$ cat config.mk
export PLATFORM = sky130hd
export DESIGN_NAME = led_mode_cycler_blink_fade_flat
export DESIGN_NICKNAME = d
export VERILOG_FILES = /design/src/hw/rtl/lmc_pkg.sv /design/src/hw/rtl/lmc_if.sv /design/src/hw/rtl/led_mode_cycler_blink_fade.sv /design/src/hw/rtl/lmc_cfg.sv /design/src/hw/rtl/lmc_in_stage.sv /design/src/hw/rtl/lmc_step.sv /design/src/flat_wrapper.sv
export SDC_FILE = /design/constraint.sdc
export NUM_CORES = 1
export LEC_CHECK = 0
export ABC_CLOCK_PERIOD_IN_PS = 22100
export BUFFER_PORTS_ARGS = -buffer_cell sky130_fd_sc_hd__buf_4
export CAP_MARGIN = 25
export CELL_PAD_IN_SITES_DETAIL_PLACEMENT = 1
export CELL_PAD_IN_SITES_GLOBAL_PLACEMENT = 2
export CORE_MARGIN = 2
export CORE_UTILIZATION = 41
export DETAILED_ROUTE_END_ITERATION = 7
export GPL_ROUTABILITY_DRIVEN = 0
export HOLD_SLACK_MARGIN = 0.08
export PLACE_DENSITY = 0.93
export SETUP_SLACK_MARGIN = 0.1
export SLEW_MARGIN = 5
export SYNTH_ARGS = -nofsm -noshare
export SYNTH_HDL_FRONTEND = slang
export SYNTH_HIERARCHICAL = 1
export SYNTH_SLANG_ARGS = --single-unit
$ cat constraint.sdc
create_clock -name clk -period 22.1 [get_ports clk]
set_input_delay 1.105 -clock clk [delete_from_list [all_inputs] [get_ports clk]]
set_output_delay 1.105 -clock clk [all_outputs]
set_load 0.01 [all_outputs]
$ cat src/hw/rtl/lmc_pkg.sv
`timescale 1ns / 1ps
package lmc_pkg;

  localparam int unsigned TimeW   = 32;
  localparam int unsigned MsW     = 16;
  localparam int unsigned StepW   = 7;
  localparam int unsigned LevelW  = 8;
  localparam int unsigned FadeW   = 9;
  localparam int unsigned ModeW   = 2;
  localparam int unsigned CfgIdxW = 2;
  localparam int unsigned CfgW    = 16;

  localparam logic [MsW-1:0]    DebounceReset = 16'd50;
  localparam logic [MsW-1:0]    HoldoffReset  = 16'd500;
  localparam logic [MsW-1:0]    BlinkReset    = 16'd500;
  localparam logic [StepW-1:0]  FadeStepReset = 7'd5;
  localparam logic [LevelW-1:0] LevelFull     = 8'd255;
  localparam logic [LevelW-1:0] LevelDark     = 8'd0;

  typedef enum logic [CfgIdxW-1:0] {
    REG_DEBOUNCE,
    REG_HOLDOFF,
    REG_BLINK,
    REG_FADE_STEP
  } lmc_reg_t;

  typedef enum logic [ModeW-1:0] {
    MODE_DARK,
    MODE_BLINK,
    MODE_ON,
    MODE_FADE
  } lmc_mode_t;

  typedef struct packed {
    logic [MsW-1:0]   debounce_ms;
    logic [MsW-1:0]   mode_holdoff_ms;
    logic [MsW-1:0]   blink_interval_ms;
    logic [StepW-1:0] fade_step;
  } lmc_cfg_t;

  typedef struct packed {
    logic             valid;
    logic [TimeW-1:0] now_ms;
    logic             button_pressed;
  } lmc_item_t;

  typedef struct packed {
    lmc_mode_t         mode;
    logic [TimeW-1:0]  last_sample_time;
    logic [TimeW-1:0]  last_change_time;
    logic [TimeW-1:0]  last_swap_time;
    logic [FadeW-1:0]  fade_level;
    logic              fade_rising;
    logic [LevelW-1:0] led_one;
    logic [LevelW-1:0] led_two;
  } lmc_state_t;

  localparam lmc_state_t StateReset = '{
    mode:             MODE_DARK,
    last_sample_time: '0,
    last_change_time: '0,
    last_swap_time:   '0,
    fade_level:       '0,
    fade_rising:      1'b1,
    led_one:          LevelDark,
    led_two:          LevelDark
  };

endpackage

$ cat src/hw/rtl/lmc_if.sv
`timescale 1ns / 1ps
interface lmc_in_if;
  import lmc_pkg::*;

  logic             valid;
  logic             ready;
  logic [TimeW-1:0] now_ms;
  logic             button_pressed;

  modport source (output valid, output now_ms, output button_pressed, input ready);
  modport sink (input valid, input now_ms, input button_pressed, output ready);
endinterface

interface lmc_out_if;
  import lmc_pkg::*;

  logic              valid;
  logic              ready;
  logic [LevelW-1:0] led_one_level;
  logic [LevelW-1:0] led_two_level;
  logic [ModeW-1:0]  mode;

  modport source (output valid, output led_one_level, output led_two_level, output mode,
                  input ready);
  modport sink (input valid, input led_one_level, input led_two_level, input mode,
                output ready);
endinterface

$ cat src/hw/rtl/led_mode_cycler_blink_fade.sv
`timescale 1ns / 1ps
// LED mode cycler with blink and fade modes.
// in_chan carries one control-loop pass per request: the millisecond time
// now_ms and the mode button level button_pressed. out_chan returns one
// result per request: both LED levels and the current mode.
// The cfg_ port writes debounce, mode holdoff, blink interval and fade step
// by index; write it only while no request is in flight.
// A request is taken into an input register, the whole pass is evaluated
// combinationally from there, and the result lands in the output register
// together with the updated state.
// Throughput is one request per clock while out_chan takes the results; the
// state update of each pass feeds the next.
// Reset (rst_n low, synchronous) clears both stages, sets mode off, LEDs at
// zero, all timestamps zero, fade rising, and the registers to their defaults.
// When out_chan stalls, the output holds its result, the input register keeps
// one more request, and in_chan.ready drops until the output is taken.
module led_mode_cycler_blink_fade (
  input  logic                          clk,
  input  logic                          rst_n,
  lmc_in_if.sink                        in_chan,
  lmc_out_if.source                     out_chan,
  input  logic                          cfg_we,
  input  logic [lmc_pkg::CfgIdxW-1:0]   cfg_index,
  input  logic [lmc_pkg::CfgW-1:0]      cfg_wdata
);
  import lmc_pkg::*;

  lmc_cfg_t          cfg;
  lmc_item_t         item;
  lmc_state_t        state_r;
  lmc_state_t        state_nxt;
  logic              advance;
  logic              out_valid_r;
  logic [LevelW-1:0] led_one_r;
  logic [LevelW-1:0] led_two_r;
  logic [ModeW-1:0]  mode_r;

  lmc_cfg u_cfg (
    .clk       (clk),
    .rst_n     (rst_n),
    .cfg_we    (cfg_we),
    .cfg_index (cfg_index),
    .cfg_wdata (cfg_wdata),
    .cfg       (cfg)
  );

  lmc_in_stage u_in_stage (
    .clk     (clk),
    .rst_n   (rst_n),
    .in_chan (in_chan),
    .advance (advance),
    .item    (item)
  );

  lmc_step u_step (
    .cur  (state_r),
    .cfg  (cfg),
    .item (item),
    .nxt  (state_nxt)
  );

  assign advance = item.valid && (out_chan.ready || !out_valid_r);

  always_ff @(posedge clk) begin
    if (!rst_n) begin
      state_r     <= StateReset;
      out_valid_r <= 1'b0;
    end else if (advance) begin
      state_r     <= state_nxt;
      out_valid_r <= 1'b1;
    end else if (out_chan.ready) begin
      out_valid_r <= 1'b0;
    end
  end

  always_ff @(posedge clk) begin
    if (advance) begin
      led_one_r <= state_nxt.led_one;
      led_two_r <= state_nxt.led_two;
      mode_r    <= state_nxt.mode;
    end
  end

  assign out_chan.valid         = out_valid_r;
  assign out_chan.led_one_level = led_one_r;
  assign out_chan.led_two_level = led_two_r;
  assign out_chan.mode          = mode_r;
endmodule

$ cat src/hw/rtl/lmc_cfg.sv
`timescale 1ns / 1ps
module lmc_cfg (
  input  logic                          clk,
  input  logic                          rst_n,
  input  logic                          cfg_we,
  input  logic [lmc_pkg::CfgIdxW-1:0]   cfg_index,
  input  logic [lmc_pkg::CfgW-1:0]      cfg_wdata,
  output lmc_pkg::lmc_cfg_t             cfg
);
  import lmc_pkg::*;

  lmc_cfg_t cfg_r;

  always_ff @(posedge clk) begin
    if (!rst_n) begin
      cfg_r.debounce_ms       <= DebounceReset;
      cfg_r.mode_holdoff_ms   <= HoldoffReset;
      cfg_r.blink_interval_ms <= BlinkReset;
      cfg_r.fade_step         <= FadeStepReset;
    end else if (cfg_we) begin
      unique case (lmc_reg_t'(cfg_index))
        REG_DEBOUNCE:  cfg_r.debounce_ms       <= cfg_wdata[MsW-1:0];
        REG_HOLDOFF:   cfg_r.mode_holdoff_ms   <= cfg_wdata[MsW-1:0];
        REG_BLINK:     cfg_r.blink_interval_ms <= cfg_wdata[MsW-1:0];
        REG_FADE_STEP: cfg_r.fade_step         <= cfg_wdata[StepW-1:0];
        default:       cfg_r <= cfg_r;
      endcase
    end
  end

  assign cfg = cfg_r;
endmodule

$ cat src/hw/rtl/lmc_in_stage.sv
`timescale 1ns / 1ps
module lmc_in_stage (
  input  logic                clk,
  input  logic                rst_n,
  lmc_in_if.sink              in_chan,
  input  logic                advance,
  output lmc_pkg::lmc_item_t  item
);
  import lmc_pkg::*;

  logic             valid_r;
  logic [TimeW-1:0] now_r;
  logic             button_r;
  logic             take;

  assign in_chan.ready = !valid_r || advance;
  assign take          = in_chan.valid && in_chan.ready;

  always_ff @(posedge clk) begin
    if (!rst_n) begin
      valid_r <= 1'b0;
    end else if (take) begin
      valid_r <= 1'b1;
    end else if (advance) begin
      valid_r <= 1'b0;
    end
  end

  always_ff @(posedge clk) begin
    if (take) begin
      now_r    <= in_chan.now_ms;
      button_r <= in_chan.button_pressed;
    end
  end

  assign item.valid          = valid_r;
  assign item.now_ms         = now_r;
  assign item.button_pressed = button_r;
endmodule

$ cat src/hw/rtl/lmc_step.sv
`timescale 1ns / 1ps
module lmc_step (
  input  lmc_pkg::lmc_state_t  cur,
  input  lmc_pkg::lmc_cfg_t    cfg,
  input  lmc_pkg::lmc_item_t   item,
  output lmc_pkg::lmc_state_t  nxt
);
  import lmc_pkg::*;

  always_comb begin
    lmc_state_t         s;
    logic [TimeW-1:0]   sample_diff;
    logic [TimeW-1:0]   change_diff;
    logic [TimeW-1:0]   swap_diff;
    logic               sample;
    logic               accept;
    logic signed [FadeW:0] lvl;
    logic signed [FadeW:0] step_s;

    s           = cur;
    sample_diff = item.now_ms - cur.last_sample_time;
    change_diff = item.now_ms - cur.last_change_time;
    sample      = sample_diff > {{(TimeW-MsW){1'b0}}, cfg.debounce_ms};
    accept      = sample && item.button_pressed &&
                  (change_diff >= {{(TimeW-MsW){1'b0}}, cfg.mode_holdoff_ms});

    if (sample) begin
      s.last_sample_time = item.now_ms;
    end

    if (accept) begin
      s.mode             = lmc_mode_t'(cur.mode + 2'd1);
      s.last_change_time = item.now_ms;
      unique case (s.mode)
        MODE_DARK: begin
          s.led_one = LevelDark;
          s.led_two = LevelDark;
        end
        MODE_BLINK: begin
          s.last_swap_time = item.now_ms;
          s.led_one        = LevelFull;
          s.led_two        = LevelDark;
        end
        MODE_ON: begin
          s.led_one = LevelFull;
          s.led_two = LevelFull;
        end
        MODE_FADE: begin
          s.fade_level  = '0;
          s.fade_rising = 1'b1;
        end
        default: s = s;
      endcase
    end

    swap_diff = item.now_ms - s.last_swap_time;
    step_s    = $signed({{(FadeW+1-StepW){1'b0}}, cfg.fade_step});
    lvl       = $signed({1'b0, s.fade_level});

    unique case (s.mode)
      MODE_BLINK: begin
        if (swap_diff >= {{(TimeW-MsW){1'b0}}, cfg.blink_interval_ms}) begin
          s.last_swap_time = item.now_ms;
          if (s.led_one == LevelFull) begin
            s.led_one = LevelDark;
            s.led_two = LevelFull;
          end else begin
            s.led_one = LevelFull;
            s.led_two = LevelDark;
          end
        end
      end
      MODE_FADE: begin
        s.led_one = s.fade_level[LevelW-1:0];
        s.led_two = s.fade_level[LevelW-1:0];
        lvl = s.fade_rising ? (lvl + step_s) : (lvl - step_s);
        if (lvl <= 0 || lvl >= $signed({2'b00, LevelFull})) begin
          // bounce: flip direction, step back to where it was
          s.fade_rising = !s.fade_rising;
        end else begin
          s.fade_level = lvl[FadeW-1:0];
        end
      end
      default: s = s;
    endcase

    nxt = s;
  end
endmodule

$ cat src/flat_wrapper.sv
// flat-port wrapper written by rule: the top's interface ports become plain ports
module led_mode_cycler_blink_fade_flat import lmc_pkg::*;
  (clk, rst_n, cfg_we, cfg_index, cfg_wdata, in_chan_valid, in_chan_now_ms, in_chan_button_pressed, in_chan_ready, out_chan_valid, out_chan_led_one_level, out_chan_led_two_level, out_chan_mode, out_chan_ready);
  lmc_in_if in_chan_i ();
  lmc_out_if out_chan_i ();
  input  logic clk;
  input  logic rst_n;
  input  logic cfg_we;
  input  logic [lmc_pkg::CfgIdxW-1:0] cfg_index;
  input  logic [lmc_pkg::CfgW-1:0] cfg_wdata;
  input wire logic [$bits(in_chan_i.valid)-1:0] in_chan_valid;
  input wire logic [$bits(in_chan_i.now_ms)-1:0] in_chan_now_ms;
  input wire logic [$bits(in_chan_i.button_pressed)-1:0] in_chan_button_pressed;
  output wire logic [$bits(in_chan_i.ready)-1:0] in_chan_ready;
  output wire logic [$bits(out_chan_i.valid)-1:0] out_chan_valid;
  output wire logic [$bits(out_chan_i.led_one_level)-1:0] out_chan_led_one_level;
  output wire logic [$bits(out_chan_i.led_two_level)-1:0] out_chan_led_two_level;
  output wire logic [$bits(out_chan_i.mode)-1:0] out_chan_mode;
  input wire logic [$bits(out_chan_i.ready)-1:0] out_chan_ready;
  assign in_chan_i.valid = in_chan_valid;
  assign in_chan_i.now_ms = in_chan_now_ms;
  assign in_chan_i.button_pressed = in_chan_button_pressed;
  assign in_chan_ready = in_chan_i.ready;
  assign out_chan_valid = out_chan_i.valid;
  assign out_chan_led_one_level = out_chan_i.led_one_level;
  assign out_chan_led_two_level = out_chan_i.led_two_level;
  assign out_chan_mode = out_chan_i.mode;
  assign out_chan_i.ready = out_chan_ready;
  led_mode_cycler_blink_fade u_core (.clk(clk), .rst_n(rst_n), .in_chan(in_chan_i), .out_chan(out_chan_i), .cfg_we(cfg_we), .cfg_index(cfg_index), .cfg_wdata(cfg_wdata));
endmodule
==> reports/metrics.cfg, run 1 <==
[cts]
postCtsHoldBufs=0
numCtsBuffers=30
tritoncts_num_sinks=232
cts.htree.levels=1
cts_tree=yes
cts-root-buf=clkbuf_16
post_cts_setup_buffers=0
clock_latency_ns=0.58
cts.path.max_buffers=3
postCtsResizedCells=0
clk_pin_slew_worst_paths_ns=0.06

[power_and_ir_drop]
vdd_ir_drop_max_v=0.0000603
p_leak_nw=8.55
power_density_mw_per_mm2=70.4
p_total_mw=1.45

[setup_path]
crit-reg2reg-capture=u_core/state_r[6]$_SDFFE_PN0P_
critPathKind=reg -> reg
crit_buf_inv=2
worst_r2r_path_depth=46
crit_path_top_delay_cell=a2111oi_1
worstPathRequired_ns=22.59
crit_path_max_incr_delay_ns=0.93
critPathTopFamily=compound AO/OA/AOI/OAI gates
r2r_setup_slack_ns=9.72
worst_ep_arrival_time_ns=12.87
startpoint_of_the_lowest_slack_register_to_register_path=u_core/u_in_stage/now_r[1]$_DFFE_PP_
timing.critical_path.from_type=register
endpoint_kind=register
crit_path_max_fanout=30

[yosys]
synth_sequential_area_ratio=0.274
synth_fp_nets=2588
synth_enable_flop_cells=51
asyncSetResetFlopFracSynth=0
synth.top_cells.by_area=dfxtp_1, mux2i_1, ha_1
share_of_the_synthesized_area_in_the_top_cell_type=0.193
post_synth_inst_count=2377
ys_warn_count=6
number_of_distinct_library_cells_after_synthesis=97
yosysTopAreaCell=dfxtp_1
synth-main-ff-cell=dfxtp_1
post_synth_instance_area_mm2=0.0188
ys_ff_latch=232
postSynthAreaPerCell_um2=7.91

[sta]
hold_viol=0
final_max_slew_viol_count=0
finalClockSkew_ns=0.0144
fmax_ghz=0.0808
tightest_slew_ns=1.43
timing.final.setup_violations=0
layout_setup_ws_ns=9.72
fin_setup_tns_ns=0
timing.slew.headroom=0.0456
grt_setup_unrepaired=false
post-route-period-util=0.560
fin_crit_ns=12.38

[layout]
register_area_mm2=0.00515
post_route_cells_drive_above_1_share=0.0795
area_growth_pct=9.73
multi_input_area_mm2=0.0123
num_antenna_cells=0
nFillCells=5576
final_nets=2590
final_cell_area_mm2=0.0206

[floorplan]
design.die.area_mm2=0.0476
core_area_mm2=0.0453
width_of_the_die_um=218
num_io_pins=76
initial_utilization=0.415
core.rowCount=78
fp.dieH_um=218

[global_routing]
first_global_vias=17800
grt_residual_overflow=0
global_route.usage.total=0.247
grt_antenna_before_repair=0
pin_count_of_the_biggest_net_entering_global_routing=146
grt_pass1_wl_mm=94.6

[placed_design]
place_area_mm2=0.0196
place_worst_setup_slack_ns=9.87
io_buffer_count=75
dp.final_hpwl_mm=44.8

[routing]
routed_wirelength_mm=59.5
routed_via_density=5.70
route.vias.total=17100
drtAntennaViolNets=0
wl_per_cell_um=19.8
first_iter_violations=916
number_of_design_rule_violations_left_after_detail_routing=0
total_iterations_of_the_first_detailed_routing_run=5

[min_path]
worstHoldPathType=reg -> reg
hold_ep=u_core/state_r[102]$_SDFFE_PN0P_
hold_depth=2
min_from=u_core/state_r[102]$_SDFFE_PN0P_

[flow_run]
drv_cap=0

[outcome]
status=complete, no violations

## cell usage after synthesis (all sizes together) (4+ instances only)
cell,count
nand2,490
mux2i,240
inv,197
dfxtp,181
ha,151
a21oi,141
o21ai,140
nor2,107
buf,65
clkbuf,55
edfxtp,51
xnor2,44
nor2b,42
nand4,41
a21o,39
nor3,34
xor2,29
nand3,25
a211oi,22
nand2b,22
o21a,20
nor4,18
o211ai,16
a31oi,15
mux2,15
a221oi,14
o21bai,13
and2,11
and3,10
or3,10
a2111oi,9
o2111ai,8
o31ai,8
a21boi,7
nor3b,7
and4,6
a211o,4
a31o,4
fa,4
o311ai,4
## layer usage
metal	vias to the layer above	track usage	wire length, um
met3	106	0.0271	2000
met2	329	0.443	29300
met4	0	0.0703	1640
met1	8397	0.312	26600
met5	-	0	0
li1	8300	-	-
## layout make-up
cell class / count / area share
Clock inverter: 13 / 0.00722
Sequential cell: 232 / 0.250
Tap cell: 600 / 0.0364
Inverter: 197 / 0.0358
Clock buffer: 43 / 0.0417
Timing Repair Buffer: 90 / 0.0341
Multi-Input combinational cell: 1828 / 0.595
## per-stage QoR
stage	util	hold WS, ns	instances
2_1_floorplan	-	0.430	2377
3_3_place_gp	0.433	0.439	2946
3_5_place_dp	0.433	0.450	2947
4_1_cts	0.456	0.462	3003
5_1_grt	0.456	0.479	3003
6_report	0.456	0.458	3003
## worst min-delay path, delay by kind of cell, from the launching register on
| family | cells | cell delay (ns) |
|---|---|---|
| mux | 1 | 0.05 |
| simple gates | 1 | 0.05 |
| flops | 1 | 0.31 |
## placed cells by master, fill, tap and decap left out, types with 15 or more instances in the layout
master,instances
a211oi_1,19
a21o_1,39
a21oi_1,137
a31oi_1,15
buf_4,87
clkbuf_16,31
dfxtp_1,181
edfxtp_1,51
ha_1,151
inv_1,195
mux2i_1,239
nand2_1,489
nand2b_1,21
nand3_1,24
nand4_1,41
nor2_1,105
nor2b_1,41
nor3_1,32
nor4_1,18
o211ai_1,15
o21a_1,20
o21ai_0,133
xnor2_1,44
xor2_1,29
## report_power, final
part,internal (mW),leakage (nW),switching [mW],total (mW)
logic,0.180,6.10,0.283,0.463
registers,0.462,1.96,0.0229,0.485
clock network,0.304,0.488,0.200,0.505
total,0.946,8.55,0.506,1.45
## registers in the layout, indices dropped and copies added, names as in the netlist
register	count
u_core/out_chan.led_two_level	8
u_core/state_r	124
u_core/out_chan.mode	2
u_core/out_chan.led_one_level	8
u_core/u_in_stage/button_r	1
u_core/u_cfg/cfg	55
u_core/out_chan.valid	1
u_core/u_in_stage/valid_r	1
u_core/u_in_stage/now_r	32
## kinds of logic after synthesis
logic type,after synthesis,share of synthesized area
adders and majority gates,158,0.106
AOI/OAI and AO/OA,502,0.173
xor gates and xnor gates,73,0.0340
muxes,255,0.138
buffers and inverters,317,0.0735
and+or+nand+nor,840,0.202
DFF,232,0.274
## worst max path at each step
stage / from / end / slack, ns / cells past startpoint
final: u_core/u_in_stage/now_r[1]$_DFFE_PP_ / u_core/state_r[6]$_SDFFE_PN0P_ / 9.72 / 46
after global routing: u_core/u_in_stage/now_r[1]$_DFFE_PP_ / u_core/state_r[7]$_SDFFE_PN0P_ / 8.90 / 47
after CTS: u_core/u_in_stage/now_r[1]$_DFFE_PP_ / u_core/state_r[6]$_SDFFE_PN0P_ / 9.84 / 46
after detailed placement: u_core/u_in_stage/now_r[1]$_DFFE_PP_ / u_core/state_r[6]$_SDFFE_PN0P_ / 9.87 / 46
after global placement: u_core/u_in_stage/now_r[1]$_DFFE_PP_ / u_core/state_r[2]$_SDFFE_PN0P_ / 10.36 / 46
after floorplan: u_core/u_in_stage/now_r[0]$_DFFE_PP_ / u_core/state_r[34]$_SDFFE_PN0P_ / 12.30 / 52
No activity file was read; power rests on OpenSTA's default activity.
==> inputs of run 2 (changes only) <==
ABC_CLOCK_PERIOD_IN_PS = 11900   (was 22100)
CORE_UTILIZATION = 38   (was 41)
PLACE_DENSITY = 0.88   (was 0.93)
clock period = 11.9 ns   (was 22.1 ns; I/O delays follow)
==> reports/metrics.cfg, run 2 (synthesis gave the netlist of run 1 again) <==
[outcome]
status=complete, no violations  ; unchanged

[routing]
drtAntennaViolNets=0  ; unchanged
total_iterations_of_the_first_detailed_routing_run=5  ; unchanged
routed_wirelength_mm=60.9  ; was 59.5 mm
number_of_design_rule_violations_left_after_detail_routing=0  ; unchanged
routed_via_density=5.55  ; was 5.70
first_iter_violations=789  ; was 916
wl_per_cell_um=19.7  ; was 19.8 um
route.vias.total=17200  ; was 17100

[sta]
fmax_ghz=0.0892  ; was 0.0808 GHz
timing.final.setup_violations=0  ; unchanged
finalClockSkew_ns=0.0232  ; was 0.0144 ns
fin_crit_ns=11.21  ; was 12.38 ns
final_max_slew_viol_count=0  ; unchanged
grt_setup_unrepaired=false  ; unchanged
hold_viol=0  ; unchanged
post-route-period-util=0.942  ; was 0.560
timing.hold.ws_ns=0.195  ; was 0.458 ns
tightest_slew_ns=1.05  ; was 1.43 ns
timing.slew.headroom=0.299  ; was 0.0456
fin_setup_tns_ns=0  ; unchanged

[setup_path]
timing.critical_path.from_type=register  ; unchanged
worst_r2r_path_depth=48  ; was 46
worstPathRequired_ns=12.41  ; was 22.59 ns
crit_path_top_delay_cell=nor3_1  ; was a2111oi_1
crit-reg2reg-capture=u_core/state_r[0]$_SDFFE_PN0P_  ; was u_core/state_r[6]$_SDFFE_PN0P_
worst_ep_arrival_time_ns=11.72  ; was 12.87 ns
crit_path_end=u_core/state_r[0]$_SDFFE_PN0P_  ; was u_core/state_r[6]$_SDFFE_PN0P_
endpoint_kind=register  ; unchanged
r2r_setup_slack_ns=0.69  ; was 9.72 ns
crit_path_max_incr_delay_ns=0.54  ; was 0.93 ns
startpoint=u_core/u_in_stage/now_r[7]$_DFFE_PP_  ; was u_core/u_in_stage/now_r[1]$_DFFE_PP_
crit_path_max_fanout=29  ; was 30
critPathKind=reg -> reg  ; unchanged
startpoint_of_the_lowest_slack_register_to_register_path=u_core/u_in_stage/now_r[7]$_DFFE_PP_  ; was u_core/u_in_stage/now_r[1]$_DFFE_PP_
crit_buf_inv=3  ; was 2
path_depth=48  ; was 46
critPathTopFamily=compound AO/OA/AOI/OAI gates  ; unchanged

[power_and_ir_drop]
p_leak_nw=8.70  ; was 8.55 nW
power_density_mw_per_mm2=131  ; was 70.4 mW/mm2
p_total_mw=2.75  ; was 1.45 mW
vdd_ir_drop_max_v=0.000111  ; was 0.0000603 V

[global_routing]
first_global_vias=18100  ; was 17800
grt_antenna_before_repair=0  ; unchanged
global_route.usage.total=0.238  ; was 0.247
grt_residual_overflow=0  ; unchanged
pin_count_of_the_biggest_net_entering_global_routing=163  ; was 146
grt_pass1_wl_mm=97.4  ; was 94.6 mm

[layout]
num_antenna_cells=0  ; unchanged
mostFrequentLayoutCell=nand2_1  ; unchanged
post_route_cells_drive_above_1_share=0.0972  ; was 0.0795
final_nets=2615  ; was 2590
nFillCells=5989  ; was 5576
postLayoutCoreUtil=0.431  ; was 0.456
max_reg_flops=124  ; unchanged
most-common-layout-cells=nand2_1, mux2i_1, inv_1  ; unchanged
multi_input_area_mm2=0.0124  ; was 0.0123 mm2
largest-register=u_core/state_r  ; unchanged
final_cell_area_mm2=0.0210  ; was 0.0206 mm2
area_growth_pct=11.9  ; was 9.73%
register_area_mm2=0.00515  ; unchanged

[floorplan]
width_of_the_die_um=226  ; was 218 um
num_io_pins=76  ; unchanged
fp.dieH_um=226  ; was 218 um
core.rowCount=81  ; was 78
design.die.area_mm2=0.0513  ; was 0.0476 mm2
initial_utilization=0.385  ; was 0.415
core_area_mm2=0.0488  ; was 0.0453 mm2

[cts]
cts.htree.levels=1  ; unchanged
numCtsBuffers=30  ; unchanged
clk_pin_slew_worst_paths_ns=0.06  ; about the same
cts_tree=yes  ; unchanged
tritoncts_num_sinks=232  ; unchanged
cts.path.max_buffers=3  ; unchanged
clock_latency_ns=0.59  ; was 0.58 ns
cts-root-buf=clkbuf_16  ; unchanged

[placed_design]
place_area_mm2=0.0198  ; was 0.0196 mm2
dp.final_hpwl_mm=46.6  ; was 44.8 mm
io_buffer_count=75  ; unchanged

[flow_run]
drv_cap=0  ; unchanged

[min_path]
worstHoldPathType=in -> reg  ; was reg -> reg

[run 2: cell types whose count changed in the layout (fill, tap and decap cells not counted), moves of 3 or more]
cell	change
a221oi_1	-8
a221oi_2	+8
o21ai_1	+5
ha_1	-3
buf_4	+26
ha_2	+3
o21ai_0	-5
[run 2: final cells by class]
cell class	instances	share of cell area
Multi-Input combinational cell	1828	0.589
Timing Repair Buffer	115	0.0417
Clock buffer	46	0.0419
Sequential cell	232	0.245
Tap cell	664	0.0395
Clock inverter	10	0.00720
Inverter	197	0.0351
[run 2: per-layer routing]
| metal | up-vias | track usage | part of all wire |
|---|---|---|---|
| met4 | 0 | 0.0677 | 0.028 |
| met2 | 247 | 0.428 | 0.49 |
| met1 | 8448 | 0.302 | 0.46 |
| li1 | 8371 | - | - |
| met5 | - | 0 | 0 |
| met3 | 103 | 0.0224 | 0.025 |
[run 2: repair_timing]
action	CTS	global route
setup endpoints to repair	14	64
hold buffers	0	0
resized for setup	1	28
buffers inserted	0	3
pin swaps	0	5
[run 2: worst min path at each step]
stage	slack, ns	cells past startpoint	startpoint	end
2_1_floorplan	0.43	2	u_core/state_r[17]$_SDFFE_PN0P_	u_core/state_r[17]$_SDFFE_PN0P_
6_report	0.19	1	in_chan_now_ms[8]	u_core/u_in_stage/now_r[8]$_DFFE_PP_
3_5_place_dp	0.45	2	u_core/state_r[94]$_SDFFE_PN0P_	u_core/state_r[94]$_SDFFE_PN0P_
3_3_place_gp	0.44	2	u_core/state_r[25]$_SDFFE_PN0P_	u_core/state_r[25]$_SDFFE_PN0P_
5_1_grt	0.17	1	in_chan_now_ms[27]	u_core/u_in_stage/now_r[27]$_DFFE_PP_
4_1_cts	0.16	1	in_chan_now_ms[29]	u_core/u_in_stage/now_r[29]$_DFFE_PP_
[run 2: stage by stage]
stage | worst slack (ns) | std cells
floorplan | 2.10 | 2377
global placement | 0.419 | 3032
detailed placement | 0.0865 | 3032
CTS | 0.316 | 3088
global route | 0.143 | 3092
finish | 0.690 | 3092
[run 2: power breakdown]
group	switching, mW	internal, mW	total [mW]	leakage, nW
registers	0.0357	0.857	0.893	1.96
clock network	0.370	0.592	0.962	0.504
logic	0.548	0.347	0.895	6.23
total	0.954	1.80	2.75	8.70
[run 2: worst register-to-register path, delay by kind of cell (launching register included)]
| family | cells | cell delay, ns |
|---|---|---|
| simple gates | 15 | 2.97 |
| xor+xnor | 2 | 0.30 |
| flops | 1 | 0.50 |
| mux | 3 | 0.46 |
| fa+ha+maj | 6 | 2.06 |
| compound gates | 19 | 4.23 |
| buf+inv | 3 | 0.59 |
